$ cat config.mk
export PLATFORM = sky130hd
export DESIGN_NAME = button_gesture_classifier_flat
export DESIGN_NICKNAME = d
export VERILOG_FILES = /design/src/rtl/bgc_pkg.sv /design/src/rtl/bgc_if.sv /design/src/rtl/bgc_core.sv /design/src/rtl/bgc_evbuf.sv /design/src/rtl/button_gesture_classifier.sv /design/src/flat_wrapper.sv
export VERILOG_INCLUDE_DIRS = /design/src /design/src/rtl
export SDC_FILE = /design/constraint.sdc
export NUM_CORES = 1
export LEC_CHECK = 0
export BUFFER_PORTS_ARGS = -buffer_cell sky130_fd_sc_hd__buf_4
export CAP_MARGIN = 20
export CORE_ASPECT_RATIO = 0.6
export CORE_MARGIN = 2
export CORE_UTILIZATION = 40
export CTS_CLUSTER_SIZE = 20
export DETAILED_ROUTE_END_ITERATION = 8
export PLACE_DENSITY = 0.57
export SLEW_MARGIN = 20
export SYNTH_ARGS = -nofsm -noshare
export SYNTH_HDL_FRONTEND = slang
export SYNTH_SLANG_ARGS = --single-unit
$ cat constraint.sdc
create_clock -name clock -period 3.9 [get_ports clock]
set_clock_uncertainty 0.05 [all_clocks]
set_input_delay 0 -clock clock [delete_from_list [all_inputs] [get_ports clock]]
set_output_delay 0 -clock clock [all_outputs]
set_load 0.02 [all_outputs]
$ cat src/rtl/button_gesture_classifier_macros.svh
// assertion helpers, sampled on the block clock and quiet during reset
`ifndef BUTTON_GESTURE_CLASSIFIER_MACROS_SVH
`define BUTTON_GESTURE_CLASSIFIER_MACROS_SVH

// same-cycle implication
`define BGC_ASSERT_NOW(lbl, ante, cons, msg) \
   lbl: assert property (@(posedge clock) disable iff (reset) (ante) |-> (cons)) \
      else $error(msg);

// next-cycle implication
`define BGC_ASSERT_NEXT(lbl, ante, cons, msg) \
   lbl: assert property (@(posedge clock) disable iff (reset) (ante) |=> (cons)) \
      else $error(msg);

`endif

$ cat src/rtl/bgc_pkg.sv
`default_nettype none

package bgc_pkg;

   localparam int unsigned MS_W        = 16;
   localparam int unsigned TALLY_W     = 8;
   localparam int unsigned CODE_W      = 3;
   localparam int unsigned CSR_INDEX_W = 8;
   localparam int unsigned MAX_EVENTS  = 3;

   localparam logic [MS_W-1:0] LONG_PRESS_RESET   = 16'd800;
   localparam logic [MS_W-1:0] MULTI_WINDOW_RESET = 16'd400;

   typedef enum logic [CSR_INDEX_W-1:0] {
      REG_LONG_PRESS_MS   = 8'd0,
      REG_MULTI_WINDOW_MS = 8'd1
   } csr_index_type;

   typedef enum logic [CODE_W-1:0] {
      EV_PRESS    = 3'd0,
      EV_RELEASE  = 3'd1,
      EV_REGULAR  = 3'd2,
      EV_LONG     = 3'd3,
      EV_LONG_END = 3'd4,
      EV_MULTI    = 3'd5
   } event_code_type;

   typedef struct packed {
      logic [CODE_W-1:0]  code;
      logic [TALLY_W-1:0] count;
   } event_type;

   // events caused by one tick, in emission order
   typedef struct packed {
      logic [1:0]                      num;
      event_type [MAX_EVENTS-1:0]      ev;
   } event_list_type;

endpackage

`default_nettype wire

$ cat src/rtl/bgc_if.sv
`default_nettype none

interface bgc_req_if import bgc_pkg::*; ();
   logic valid;
   logic ready;
   logic pressed_level;

   modport source (output valid, output pressed_level, input ready);
   modport sink   (input valid, input pressed_level, output ready);
endinterface

interface bgc_rsp_if import bgc_pkg::*; ();
   logic               valid;
   logic               ready;
   logic [CODE_W-1:0]  event_code;
   logic [TALLY_W-1:0] click_count;
   logic               last_event;

   modport source (output valid, output event_code, output click_count,
                   output last_event, input ready);
   modport sink   (input valid, input event_code, input click_count,
                   input last_event, output ready);
endinterface

interface bgc_csr_if import bgc_pkg::*; ();
   logic                   valid;
   logic                   ready;
   logic [CSR_INDEX_W-1:0] index;
   logic [MS_W-1:0]        data;

   modport source (output valid, output index, output data, input ready);
   modport sink   (input valid, input index, input data, output ready);
endinterface

`default_nettype wire

$ cat src/rtl/bgc_core.sv
`default_nettype none

module bgc_core import bgc_pkg::*; (
   input  wire logic    clock,
   input  wire logic    reset,
   bgc_req_if.sink      req_bus,
   bgc_csr_if.sink      csr_bus,
   input  wire logic    buf_free,
   output logic         list_load,
   output event_list_type list_out
);

   logic               in_valid_ff, in_valid_in;
   logic               in_level_ff;
   logic [MS_W-1:0]    long_ms_ff, long_ms_in;
   logic [MS_W-1:0]    window_ms_ff, window_ms_in;
   logic               level_ff, level_in;
   logic [MS_W-1:0]    since_ff, since_in;
   logic [TALLY_W-1:0] tally_ff, tally_in;
   logic               fired_ff, fired_in;
   logic               active_ff, active_in;
   logic               window_ff, window_in;

   logic               take;
   logic [MS_W-1:0]    since_inc;
   logic [1:0]         slot;
   event_list_type     list;

   assign take          = in_valid_ff & buf_free;
   assign req_bus.ready = ~in_valid_ff | take;
   assign csr_bus.ready = 1'b1;
   assign list_load     = take;
   assign list_out      = list;

   always_comb begin
      in_valid_in = req_bus.valid | (in_valid_ff & ~take);
   end

   always_comb begin
      long_ms_in   = long_ms_ff;
      window_ms_in = window_ms_ff;
      if (csr_bus.valid) begin
         unique case (csr_bus.index)
            REG_LONG_PRESS_MS:   long_ms_in   = csr_bus.data;
            REG_MULTI_WINDOW_MS: window_ms_in = csr_bus.data;
            default: ;
         endcase
      end
   end

   // classification of the held tick against the current state
   always_comb begin
      since_inc = (since_ff == '1) ? since_ff : since_ff + 1'b1;
      level_in  = level_ff;
      since_in  = since_inc;
      tally_in  = tally_ff;
      fired_in  = fired_ff;
      active_in = active_ff;
      window_in = window_ff;
      list      = '0;
      slot      = 2'd0;

      if (in_level_ff != level_ff) begin
         level_in = in_level_ff;
         since_in = '0;
         if (in_level_ff) begin
            if (tally_ff != '1) begin
               tally_in = tally_ff + 1'b1;
            end
            fired_in  = 1'b0;
            window_in = 1'b0;
            list.ev[slot] = '{code: EV_PRESS, count: '0};
            slot = slot + 2'd1;
         end else begin
            list.ev[slot] = '{code: EV_RELEASE, count: '0};
            slot = slot + 2'd1;
            if (!fired_ff) begin
               list.ev[slot] = '{code: EV_REGULAR, count: '0};
               slot = slot + 2'd1;
            end
            priority if (!fired_ff && since_inc >= window_ms_ff) begin
               tally_in  = '0;
               window_in = 1'b0;
               list.ev[slot] = '{code: EV_MULTI, count: TALLY_W'(1)};
               slot = slot + 2'd1;
            end else if (fired_ff) begin
               tally_in  = '0;
               window_in = 1'b0;
            end else if (tally_ff != '0) begin
               window_in = 1'b1;
            end
            // an active long press always has fired, so at most three events here
            if (active_ff) begin
               active_in = 1'b0;
               if (slot != 2'd3) begin
                  list.ev[slot] = '{code: EV_LONG_END, count: '0};
                  slot = slot + 2'd1;
               end
            end
         end
      end else if (!in_level_ff && window_ff && since_inc >= window_ms_ff) begin
         window_in = 1'b0;
         tally_in  = '0;
         if (tally_ff != '0) begin
            list.ev[slot] = '{code: EV_MULTI, count: tally_ff};
            slot = slot + 2'd1;
         end
      end else if (in_level_ff && long_ms_ff != '0 && !fired_ff
                   && since_inc >= long_ms_ff) begin
         fired_in  = 1'b1;
         active_in = 1'b1;
         list.ev[slot] = '{code: EV_LONG, count: '0};
         slot = slot + 2'd1;
      end
      list.num = slot;
   end

   always_ff @(posedge clock) begin
      if (req_bus.valid && req_bus.ready) begin
         in_level_ff <= req_bus.pressed_level;
      end
   end

   always_ff @(posedge clock) begin
      if (reset) begin
         in_valid_ff  <= 1'b0;
         long_ms_ff   <= LONG_PRESS_RESET;
         window_ms_ff <= MULTI_WINDOW_RESET;
         level_ff     <= 1'b0;
         since_ff     <= '0;
         tally_ff     <= '0;
         fired_ff     <= 1'b0;
         active_ff    <= 1'b0;
         window_ff    <= 1'b0;
      end else begin
         in_valid_ff  <= in_valid_in;
         long_ms_ff   <= long_ms_in;
         window_ms_ff <= window_ms_in;
         if (take) begin
            level_ff  <= level_in;
            since_ff  <= since_in;
            tally_ff  <= tally_in;
            fired_ff  <= fired_in;
            active_ff <= active_in;
            window_ff <= window_in;
         end
      end
   end

endmodule

`default_nettype wire

$ cat src/rtl/bgc_evbuf.sv
`default_nettype none

module bgc_evbuf import bgc_pkg::*; (
   input  wire logic           clock,
   input  wire logic           reset,
   input  wire logic           list_load,
   input  wire event_list_type list_in,
   output logic                buf_free,
   bgc_rsp_if.source           rsp_bus
);

   event_list_type list_ff;
   logic [1:0]     num_ff, num_in;
   logic [1:0]     idx_ff, idx_in;
   logic           is_last;
   logic           rsp_fire;
   event_type      cur;

   assign cur      = list_ff.ev[idx_ff];
   assign is_last  = (idx_ff == num_ff - 2'd1);
   assign rsp_fire = rsp_bus.valid & rsp_bus.ready;
   assign buf_free = (num_ff == 2'd0) | (rsp_fire & is_last);

   assign rsp_bus.valid       = (num_ff != 2'd0);
   assign rsp_bus.event_code  = cur.code;
   assign rsp_bus.click_count = cur.count;
   assign rsp_bus.last_event  = is_last;

   always_comb begin
      num_in = num_ff;
      idx_in = idx_ff;
      if (rsp_fire) begin
         if (is_last) begin
            num_in = 2'd0;
            idx_in = 2'd0;
         end else begin
            idx_in = idx_ff + 2'd1;
         end
      end
      if (list_load) begin
         num_in = list_in.num;
         idx_in = 2'd0;
      end
   end

   always_ff @(posedge clock) begin
      if (list_load) begin
         list_ff <= list_in;
      end
   end

   always_ff @(posedge clock) begin
      if (reset) begin
         num_ff <= 2'd0;
         idx_ff <= 2'd0;
      end else begin
         num_ff <= num_in;
         idx_ff <= idx_in;
      end
   end

endmodule

`default_nettype wire

$ cat src/rtl/button_gesture_classifier.sv
// Push-button gesture classifier: each request is one millisecond tick with the
// debounced level; responses are press, release, regular complete, long press,
// long press end and multi-press complete events, with last_event marking the
// final event of a tick. A tick is held in an input register, classified
// combinationally, and its up to three events are loaded into an event buffer
// that drives the response port one event per cycle while the port is ready;
// a tick passes through the input register and then the event buffer.
// A held tick is loaded only once the buffer is empty or its last event is
// taken, so the event buffer drain paces the ticks. The input register takes
// a new request while the buffer still offers events. Register writes take
// effect on the next cycle and are always accepted; index 0 is long_press_ms
// (zero disables long press), index 1 is multi_press_window_ms, others are
// ignored.
`default_nettype none

module button_gesture_classifier import bgc_pkg::*; (
   input  wire logic clock,
   input  wire logic reset,
   bgc_req_if.sink   req_bus,
   bgc_rsp_if.source rsp_bus,
   bgc_csr_if.sink   csr_bus
);

`include "button_gesture_classifier_macros.svh"

   logic           buf_free;
   logic           list_load;
   event_list_type list;
   logic           rsp_more;
   logic           rsp_plain;
   logic           rsp_long_end;

   bgc_core u_core (
      .clock     (clock),
      .reset     (reset),
      .req_bus   (req_bus),
      .csr_bus   (csr_bus),
      .buf_free  (buf_free),
      .list_load (list_load),
      .list_out  (list)
   );

   bgc_evbuf u_evbuf (
      .clock     (clock),
      .reset     (reset),
      .list_load (list_load),
      .list_in   (list),
      .buf_free  (buf_free),
      .rsp_bus   (rsp_bus)
   );

   assign rsp_more     = rsp_bus.valid & rsp_bus.ready & ~rsp_bus.last_event;
   assign rsp_plain    = rsp_bus.valid & (rsp_bus.event_code != EV_MULTI);
   assign rsp_long_end = rsp_bus.valid & (rsp_bus.event_code == EV_LONG_END);

   // events of one tick follow each other without a gap
   `BGC_ASSERT_NEXT(a_tick_contiguous, rsp_more, rsp_bus.valid, "bgc: gap in tick")
   // only multi-press complete carries a count
   `BGC_ASSERT_NOW(a_count_only_multi, rsp_plain, rsp_bus.click_count == '0, "bgc: stray count")
   // long press end closes its tick
   `BGC_ASSERT_NOW(a_long_end_last, rsp_long_end, rsp_bus.last_event, "bgc: long end not last")

endmodule

`default_nettype wire
$ cat src/flat_wrapper.sv
// flat-port wrapper written by rule: the top's interface ports become plain ports
module button_gesture_classifier_flat import bgc_pkg::*;
  (clock, reset, req_bus_valid, req_bus_pressed_level, req_bus_ready, rsp_bus_valid, rsp_bus_event_code, rsp_bus_click_count, rsp_bus_last_event, rsp_bus_ready, csr_bus_valid, csr_bus_index, csr_bus_data, csr_bus_ready);
  bgc_req_if req_bus_i ();
  bgc_rsp_if rsp_bus_i ();
  bgc_csr_if csr_bus_i ();
  input  wire logic clock;
  input  wire logic reset;
  input wire logic [$bits(req_bus_i.valid)-1:0] req_bus_valid;
  input wire logic [$bits(req_bus_i.pressed_level)-1:0] req_bus_pressed_level;
  output wire logic [$bits(req_bus_i.ready)-1:0] req_bus_ready;
  output wire logic [$bits(rsp_bus_i.valid)-1:0] rsp_bus_valid;
  output wire logic [$bits(rsp_bus_i.event_code)-1:0] rsp_bus_event_code;
  output wire logic [$bits(rsp_bus_i.click_count)-1:0] rsp_bus_click_count;
  output wire logic [$bits(rsp_bus_i.last_event)-1:0] rsp_bus_last_event;
  input wire logic [$bits(rsp_bus_i.ready)-1:0] rsp_bus_ready;
  input wire logic [$bits(csr_bus_i.valid)-1:0] csr_bus_valid;
  input wire logic [$bits(csr_bus_i.index)-1:0] csr_bus_index;
  input wire logic [$bits(csr_bus_i.data)-1:0] csr_bus_data;
  output wire logic [$bits(csr_bus_i.ready)-1:0] csr_bus_ready;
  assign req_bus_i.valid = req_bus_valid;
  assign req_bus_i.pressed_level = req_bus_pressed_level;
  assign req_bus_ready = req_bus_i.ready;
  assign rsp_bus_valid = rsp_bus_i.valid;
  assign rsp_bus_event_code = rsp_bus_i.event_code;
  assign rsp_bus_click_count = rsp_bus_i.click_count;
  assign rsp_bus_last_event = rsp_bus_i.last_event;
  assign rsp_bus_i.ready = rsp_bus_ready;
  assign csr_bus_i.valid = csr_bus_valid;
  assign csr_bus_i.index = csr_bus_index;
  assign csr_bus_i.data = csr_bus_data;
  assign csr_bus_ready = csr_bus_i.ready;
  button_gesture_classifier u_core (.clock(clock), .reset(reset), .req_bus(req_bus_i), .rsp_bus(rsp_bus_i), .csr_bus(csr_bus_i));
endmodule
-- Word-level counts from Yosys, hierarchy flattened
Cells that the tools add are included.
- bits of input ports: 30
- logic and storage cells: 145
- register bits: 99
- output and inout bits: 15
- equal/unequal tests: 12
- bitwise operators: 16
- $add $sub $neg: 6
- reduce and logical (&&, ||, !) cells: 30
- mux-type cells: 56
- magnitude comparators: 7
- operators with widths (cell ; number):
    33-bit 2-to-1 mux ; 5
    11-bit 2-to-1 mux ; 9
    8-bit 2-to-1 mux ; 6
    11-bit demux with 2-bit select ; 2
    16-bit greater-or-equal comparator ; 2
    16-bit 2-to-1 mux ; 2
    30-bit bitwise AND ; 1
    2-bit 2-to-1 mux ; 15
    30-bit inverter ; 1
    16-bit by 24-bit bitwise AND with 24-bit output ; 1
    24-bit inverter ; 1
    11-bit binary-select mux with 2-bit select ; 1
    10-bit 2-to-1 mux ; 2
    16-bit by 1-bit adder with 16-bit output, second input constant ; 1
    16-bit equality test, second input constant ; 1
    16-bit nonzero test ; 1
    1-bit 2-to-1 mux ; 14
    4-bit AND reduction ; 3
    2-bit nonzero test ; 5
    1-bit logical AND ; 9
    2-bit by 3-bit < comparator with 1-bit output, second input constant ; 3
    6-bit by 9-bit bitwise OR with 9-bit output ; 1
    8-bit by 1-bit adder with 8-bit output, second input constant ; 1
    8-bit by 1-bit equality test with 1-bit output, second input constant ; 1
    other kinds (21) ; 39

-- Depth between registers and ports, before layout
Gate-level depths: netlist (run 1).
- word-level depth: 17
- mapped depth: 14
- depth with buffers taken out: 13

-- Modules after synthesis
A second synthesis (run 1) with hierarchy kept.
- cell total of the unflattened synthesis: 622
- area total of the unflattened synthesis: 5695.5 µm²
- modules (own cells, without submodules) (module ; cells an instance ; seq. area each (µm²) ; area an instance (µm²) ; instances):
    bgc_core ; 522 ; 1251.2 ; 4231.6 ; 1
    bgc_evbuf ; 100 ; 1071.0 ; 1463.9 ; 1

-- Worst setup path before layout (run 1)
No wires, ideal clock.
- path type: reg-to-reg
- start: register u_core.u_core.since_ff[0]
- end: register u_core.u_evbuf.list_ff[8] (netlist name) (data pin)
- stages on the path, launching flop included: 13
- arrival time: 2.892 ns
- data required time: 3.585 ns
- slack: 0.693 ns
- clock period less this slack: 3.207 ns
- path through: dfxtp_1 ha_1 and3_1 clkbuf_1 nand3_1 xnor2_1 ha_1 nand2b_1 a211oi_1 o211ai_1 a2111o_1 a41oi_1 o21ai_1
- RTL lines (what ; line ; text):
    start: declaration ; bgc_core.sv:18 ; logic [MS_W-1:0] since_ff, since_in;
    start signal: assignment ; bgc_core.sv:141 ; since_ff <= since_in;
    end signal: assignment ; bgc_evbuf.sv:48 ; list_ff <= list_in;
    end: declaration ; bgc_evbuf.sv:12 ; event_list_type list_ff;

==> flow_summary.json, run 1 <==
{
  "cts_max_path_buffers": 2,
  "cts_buffers": 9,
  "postLayoutCoreUtil": 0.490,
  "clockPowerShare": 0.482,
  "ir_drop_v": 0.000194,
  "fin_cells": 783,
  "cpPeakStageDelay_ns": 0.46,
  "clk_latency_ns": 0.34,
  "worstPathArrival_ns": 3.64,
  "seq_power_share": 0.437,
  "grt_max_degree": 61,
  "hold_start": "rsp_bus_ready",
  "grt_overflow": 0,
  "outcome": "finished clean",
  "relSlewSlack": 0.536,
  "fin_total_pwr_mw": 2.03,
  "die_w_um": 146,
  "clkTransAtPathRegs_ns": 0.06,
  "cts_tree": "done",
  "place_inst": 748,
  "yosysWarnings": 0,
  "clock.fmax_mhz": 277,
  "reg2regPathDepth": 11,
  "fin_nets": 681,
  "synth_area_per_cell_um2": 8.68,
  "drc": 0,
  "routed_via_density": 5.35,
  "cp_data_required_time_ns": 3.94,
  "synth-xor-area-share": 0.0235,
  "area_delta_synth_final_pct": 20.6,
  "layout_min_cycle_time_ns": 3.61,
  "cts-root-buf": "clkbuf_16",
  "worst_path_max_delay_cell": "a2111o_1",
  "hold_depth": 4,
  "critPathMaxFanout": 7,
  "r2r-end": "u_core.u_evbuf.list_ff[8]",
  "grt_pass1_wl_um": 20100,
  "critPathLaunchType": "flop",
  "ys_ff_latch": 82,
  "finalCritPeriodShare": 0.925,
  "timing.rr.start": "u_core.u_core.since_ff[0]",
  "switchingPower_mw": 0.452,
  "fp.dieArea_um2": 13100,
  "leakage_nw": 2.35,
  "synth_fa_ha_area_frac": 0.0980,
  "hold_violations": 0,
  "holdPathEnd": "u_core.u_core.in_valid_ff",
  "synth_flop_cell": "dfxtp_1",
  "synth.area.mux_share": 0.0727,
  "tightest_slew_ns": 0.689,
  "p_int_mw": 1.58,
  "grt.total_usage": 0.195,
  "port_buffers": 43,
  "combPwrFrac": 0.081,
  "ant_nets": 0,
  "core_area_um2": 11900,
  "drv_cap": 0,
  "rrSetupSlack_ns": 0.29,
  "grt_pass1_vias": 3926,
  "drive_above_1_share": 0.133,
  "syn_area_um2": 4850,
  "final.setup.tns_ns": 0,
  "routedWlPerCell_um": 15.8,
  "initial_utilization": 0.406,
  "hpwl_um": 8900,
  "power_density_nw_per_um2": 347,
  "synth_compound_area_frac": 0.153,
  "ios": 45,
  "wl_um": 12300,
  "ys_seq_area_frac": 0.373,
  "ys_async_sr_fraction": 0,
  "hold_path.class": "input port to flop",
  "dr.pass1.iters": 5,
  "diodes": 0,
  "chipHeight_um": 89.3,
  "rsz0062_at_grt": "no",
  "drt_iter0_drc": 382,
  "synth_cell_type_count": 66,
  "syn_nets": 627,
  "synthSimpleGateAreaFrac": 0.220,
  "slew_viol_final": 0,
  "p_sw_frac": 0.223,
  "antenna_found_initial": 0,
  "setup_viol": 0,
  "fp-row-count": 31,
  "clock_sinks": 82,
  "cts_setup_buffers": 0,
  "final_common_cell": "dfxtp_1",
  "place.gp.congestion": 0.924,
  "htree_levels": 3,
  "endpoint_kind": "flop",
  "syn_inst": 559,
  "worstSetupPathType": "flop to flop",
  "critPathMostFrequentCell": "ha_1",
  "final_cell_mix": "dfxtp_1, nand2_1, buf_4",
  "synth_top_family_by_area": "simple AND/OR/NAND/NOR gates",
  "crit_chain": "ha_1 -> and3_2 -> nand3_1 -> xnor2_1 -> ha_1 -> nand2b_1 -> a211oi_1 -> o211ai_1 -> a2111o_1 -> a41oi_1 -> o21ai_1",
  "fillers": 1176,
  "synth_edf_count": 17,
  "vias": 4190
}
-- critical path, delay by kind of cell, from the launching register on --
family / cells / cell delay (ns)
adders and majority gates: 2 / 0.53
and+or+nand+nor: 3 / 0.69
AOI/OAI and AO/OA: 5 / 1.37
DFF: 1 / 0.42
xor gates and xnor gates: 1 / 0.28
-- power by group through the flow --
stage	clock, mW	combinational [mW]	sequential, mW
floorplan	0	0.0863	0.901
global placement	0	0.146	0.905
detailed placement	0	0.148	0.905
CTS	0.996	0.163	0.886
global route	1.03	0.180	0.888
finish	0.978	0.163	0.887
-- synth_stat cells (all sizes together) (5+ instances only) --
cell type,number,area share
dfxtp,65,0.27
nand2,50,0.039
inv,44,0.034
nor2,44,0.036
ha,38,0.098
a21oi,34,0.036
mux2i,33,0.068
and2,22,0.029
o21ai,21,0.022
nand3,19,0.020
clkbuf,17,0.013
edfxtp,17,0.11
nor3,15,0.016
nand4,13,0.018
o211ai,13,0.020
xnor2,11,0.020
and3,10,0.013
a31oi,8,0.013
buf,8,0.010
nor4,8,0.010
or3,7,0.0090
a21o,6,0.0093
o21a,6,0.0093
nor4b,5,0.0090
-- state kept, by name, indices dropped and copies added, names as in the netlist --
signal                      cells
u_core.u_core.long_ms_ff       16
u_core.u_core.window_ms_ff     16
u_core.u_core.level_ff          1
u_core.u_core.tally_ff          8
u_core.u_core.since_ff         16
u_core.u_core.active_ff         1
u_core.u_evbuf.idx_ff           2
u_core.u_core.in_level_ff       1
u_core.u_core.fired_ff          1
u_core.u_evbuf.num_ff           2
u_core.u_core.window_ff         1
u_core.u_evbuf.list_ff         16
u_core.u_core.in_valid_ff       1
-- timing repair --
item                                   CTS  global route
endpoints found under the hold margin   35             0
hold buffers                            18             0
gates resized for setup                  0             3
setup endpoints to repair                0             6
-- cells by family (layout without fill, tap and decap cells) --
family | Yosys count | in the layout
multiplexers | 35 | 35
adder cells (fa/ha/maj) | 38 | 38
XOR/XNOR | 13 | 13
flip-flops | 82 | 82
other | 2 | 2
AND/OR/NAND/NOR | 206 | 206
buffers and inverters | 70 | 129
AO/OA/AOI/OAI | 113 | 113
-- stage by stage --
| stage | hold slack [ns] | setup slack (ns) | instance area, um^2 |
|---|---|---|---|
| after floorplan | 0.0489 | 0.693 | 4850 |
| after global placement | 0.130 | 0.318 | 5320 |
| after detailed placement | 0.134 | 0.210 | 5320 |
| after CTS | 0.00339 | 0.180 | 5830 |
| after global routing | 0.0484 | 0.0124 | 5850 |
| final | 0.00650 | 0.294 | 5850 |
-- per-layer routing --
| metal | GRT usage | wire [um] | up-vias |
|---|---|---|---|
| met2 | 0.285 | 5000 | 95 |
| met1 | 0.291 | 6620 | 1974 |
| li1 | - | - | 2109 |
| met4 | 0.0494 | 121 | 0 |
| met5 | 0 | 0 | - |
| met3 | 0.0418 | 597 | 12 |
-- final cells by class --
| class | count | area, um^2 | area share |
|---|---|---|---|
| multi-input combinational | 407 | 2770 | 0.473 |
| sequential | 82 | 1810 | 0.310 |
| timing repair buffer | 68 | 559 | 0.0956 |
| clock buffer | 12 | 236 | 0.0404 |
| tap | 165 | 206 | 0.0353 |
| inverter | 45 | 169 | 0.0289 |
| clock inverter | 4 | 98.8 | 0.0169 |
-- worst max path at each step --
stage,startpoint,end
after global routing,u_core.u_core.since_ff[5],u_core.u_core.tally_ff[7]
final,u_core.u_core.since_ff[0],u_core.u_evbuf.list_ff[8]
after detailed placement,u_core.u_core.since_ff[5],u_core.u_core.tally_ff[6]
after floorplan,u_core.u_core.since_ff[0],u_core.u_evbuf.list_ff[8]
after CTS,u_core.u_core.since_ff[5],u_core.u_core.tally_ff[4]
after global placement,u_core.u_core.since_ff[4],u_core.u_core.tally_ff[6]
(Power assumes the default switching activity.)
==> run 2, diff against run 1 <==
--- a/config.mk
+++ b/config.mk
@@ -13,6 +13,7 @@
 export CORE_UTILIZATION = 40
 export CTS_CLUSTER_SIZE = 20
 export DETAILED_ROUTE_END_ITERATION = 8
+export HOLD_SLACK_MARGIN = 0.03
 export PLACE_DENSITY = 0.57
 export SLEW_MARGIN = 20
 export SYNTH_ARGS = -nofsm -noshare
==> run 2 against run 1 <==
Global-route usage hardly changed. Critical path depth unchanged. Count of clock-buffer cells in the layout is the same. Critical endpoint unchanged. Sequential share of layout area shrank 0.11 points. Die area did not move.
==> flow_summary.json, run 2 (synthesized netlist as in run 1, its figures left out) <==
{
  "fin_nets": 683,
  "power_density_nw_per_um2": 345,
  "diodes": 0,
  "outcome": "finished clean",
  "drt_iter0_drc": 394,
  "area_delta_synth_final_pct": 21.0,
  "hpwl_um": 8900,
  "p_int_mw": 1.58,
  "rrSetupSlack_ns": 0.32,
  "place.gp.congestion": 0.924,
  "place_inst": 748,
  "relSlewSlack": 0.517,
  "final.setup.tns_ns": 0,
  "cts_max_path_buffers": 2,
  "ir_drop_v": 0.000194,
  "combPwrFrac": 0.081,
  "fin_cells": 785,
  "layout_min_cycle_time_ns": 3.58,
  "routed_via_density": 5.36,
  "drc": 0,
  "cts_buffers": 9,
  "grt_overflow": 0,
  "htree_levels": 3,
  "dr.pass1.iters": 5,
  "wl_um": 12300,
  "cp_data_required_time_ns": 3.93,
  "worstPathArrival_ns": 3.61,
  "seq_power_share": 0.437,
  "critPathLaunchType": "flop",
  "antenna_found_initial": 0,
  "clkTransAtPathRegs_ns": 0.06,
  "ios": 45,
  "cts-root-buf": "clkbuf_16",
  "tightest_slew_ns": 0.719,
  "drv_cap": 0,
  "switchingPower_mw": 0.452,
  "drive_above_1_share": 0.132,
  "grt_pass1_vias": 3935,
  "fp-row-count": 31,
  "clock.fmax_mhz": 279,
  "core_area_um2": 11900,
  "leakage_nw": 2.35,
  "final_cell_mix": "dfxtp_1, nand2_1, buf_4",
  "port_buffers": 43,
  "vias": 4207,
  "clock_sinks": 82,
  "worstSetupPathType": "flop to flop",
  "die_w_um": 146,
  "final_common_cell": "dfxtp_1",
  "cts_tree": "done",
  "clockPowerShare": 0.482,
  "initial_utilization": 0.406,
  "fp.dieArea_um2": 13100,
  "slew_viol_final": 0,
  "hold_path.class": "input port to flop",
  "grt.total_usage": 0.195,
  "hold_violations": 0,
  "fin_total_pwr_mw": 2.03,
  "p_sw_frac": 0.223,
  "rsz0062_at_grt": "no",
  "endpoint_kind": "flop",
  "routedWlPerCell_um": 15.7,
  "critPathMaxFanout": 7,
  "chipHeight_um": 89.3,
  "clk_latency_ns": 0.34,
  "finalCritPeriodShare": 0.918,
  "ant_nets": 0,
  "grt_max_degree": 61,
  "cts_setup_buffers": 0,
  "grt_pass1_wl_um": 20100,
  "setup_viol": 0
}
run 2: cell count changes in the layout (fill, tap and decap cells not counted):
| cell | delta |
|---|---|
| dlygate4sd3_1 | +2 |
run 2: power groups by stage:
| stage | Combinational [mW] | Sequential, mW | Clock [mW] |
|---|---|---|---|
| CTS | 0.164 | 0.886 | 0.996 |
| finish | 0.165 | 0.886 | 0.977 |
| global placement | 0.146 | 0.905 | 0 |
| detailed placement | 0.148 | 0.905 | 0 |
| global route | 0.182 | 0.888 | 1.03 |
| floorplan | 0.0863 | 0.901 | 0 |
run 2: path summary, 6_finish.rpt:
path / start / endpoint / depth (start not counted)
setup / recovery: u_core.u_core.since_ff[5] / u_core.u_evbuf.list_ff[8] / 11
hold / removal: csr_bus_index[0] / u_core.u_core.long_ms_ff[9] / 3
setup reg to reg: u_core.u_core.since_ff[5] / u_core.u_evbuf.list_ff[8] / 11
hold reg to reg: u_core.u_core.window_ms_ff[8] / u_core.u_core.window_ms_ff[8] / 2
run 2: area by class of cell:
type / instances / area [um^2]
Fill cell: 1171 / 6070
Inverter: 45 / 169
Clock inverter: 4 / 98.8
Multi-Input combinational cell: 407 / 2770
Sequential cell: 82 / 1810
Tap cell: 165 / 206
Clock buffer: 12 / 236
Timing Repair Buffer: 70 / 579
run 2: stage by stage:
| step | hold WS, ns | setup slack [ns] | instance area [um^2] | utilization |
|---|---|---|---|---|
| 3_3_place_gp | 0.130 | 0.318 | 5320 | 0.445 |
| 2_1_floorplan | 0.0489 | 0.693 | 4850 | - |
| 4_1_cts | 0.0424 | 0.180 | 5850 | 0.490 |
| 6_report | 0.0533 | 0.322 | 5870 | 0.492 |
| 5_1_grt | 0.0685 | 0.0124 | 5870 | 0.492 |
| 3_5_place_dp | 0.134 | 0.210 | 5320 | 0.445 |
run 2: metal layers:
layer,GRT usage,wire length (um)
met5,0,0
met4,0.0494,121
met3,0.0413,568
met2,0.286,5010
met1,0.292,6640
run 2: worst max-delay path, stage by stage (launching register included):
cell	delay, ns
dfxtp_1	0.46
and4_4	0.31
and4_4	0.26
nand3_1	0.19
xnor2_1	0.27
ha_1	0.27
nand2b_1	0.14
a211oi_1	0.33
o211ai_1	0.21
a2111o_1	0.46
a41oi_1	0.26
o21ai_1	0.11
run 2: what timing repair did:
item / 4_1_cts / 5_1_grt
hold buffers: 20 / 0
resized for setup: 0 / 3
hold endpoints to repair: 36 / 0
setup endpoints to repair: 0 / 6
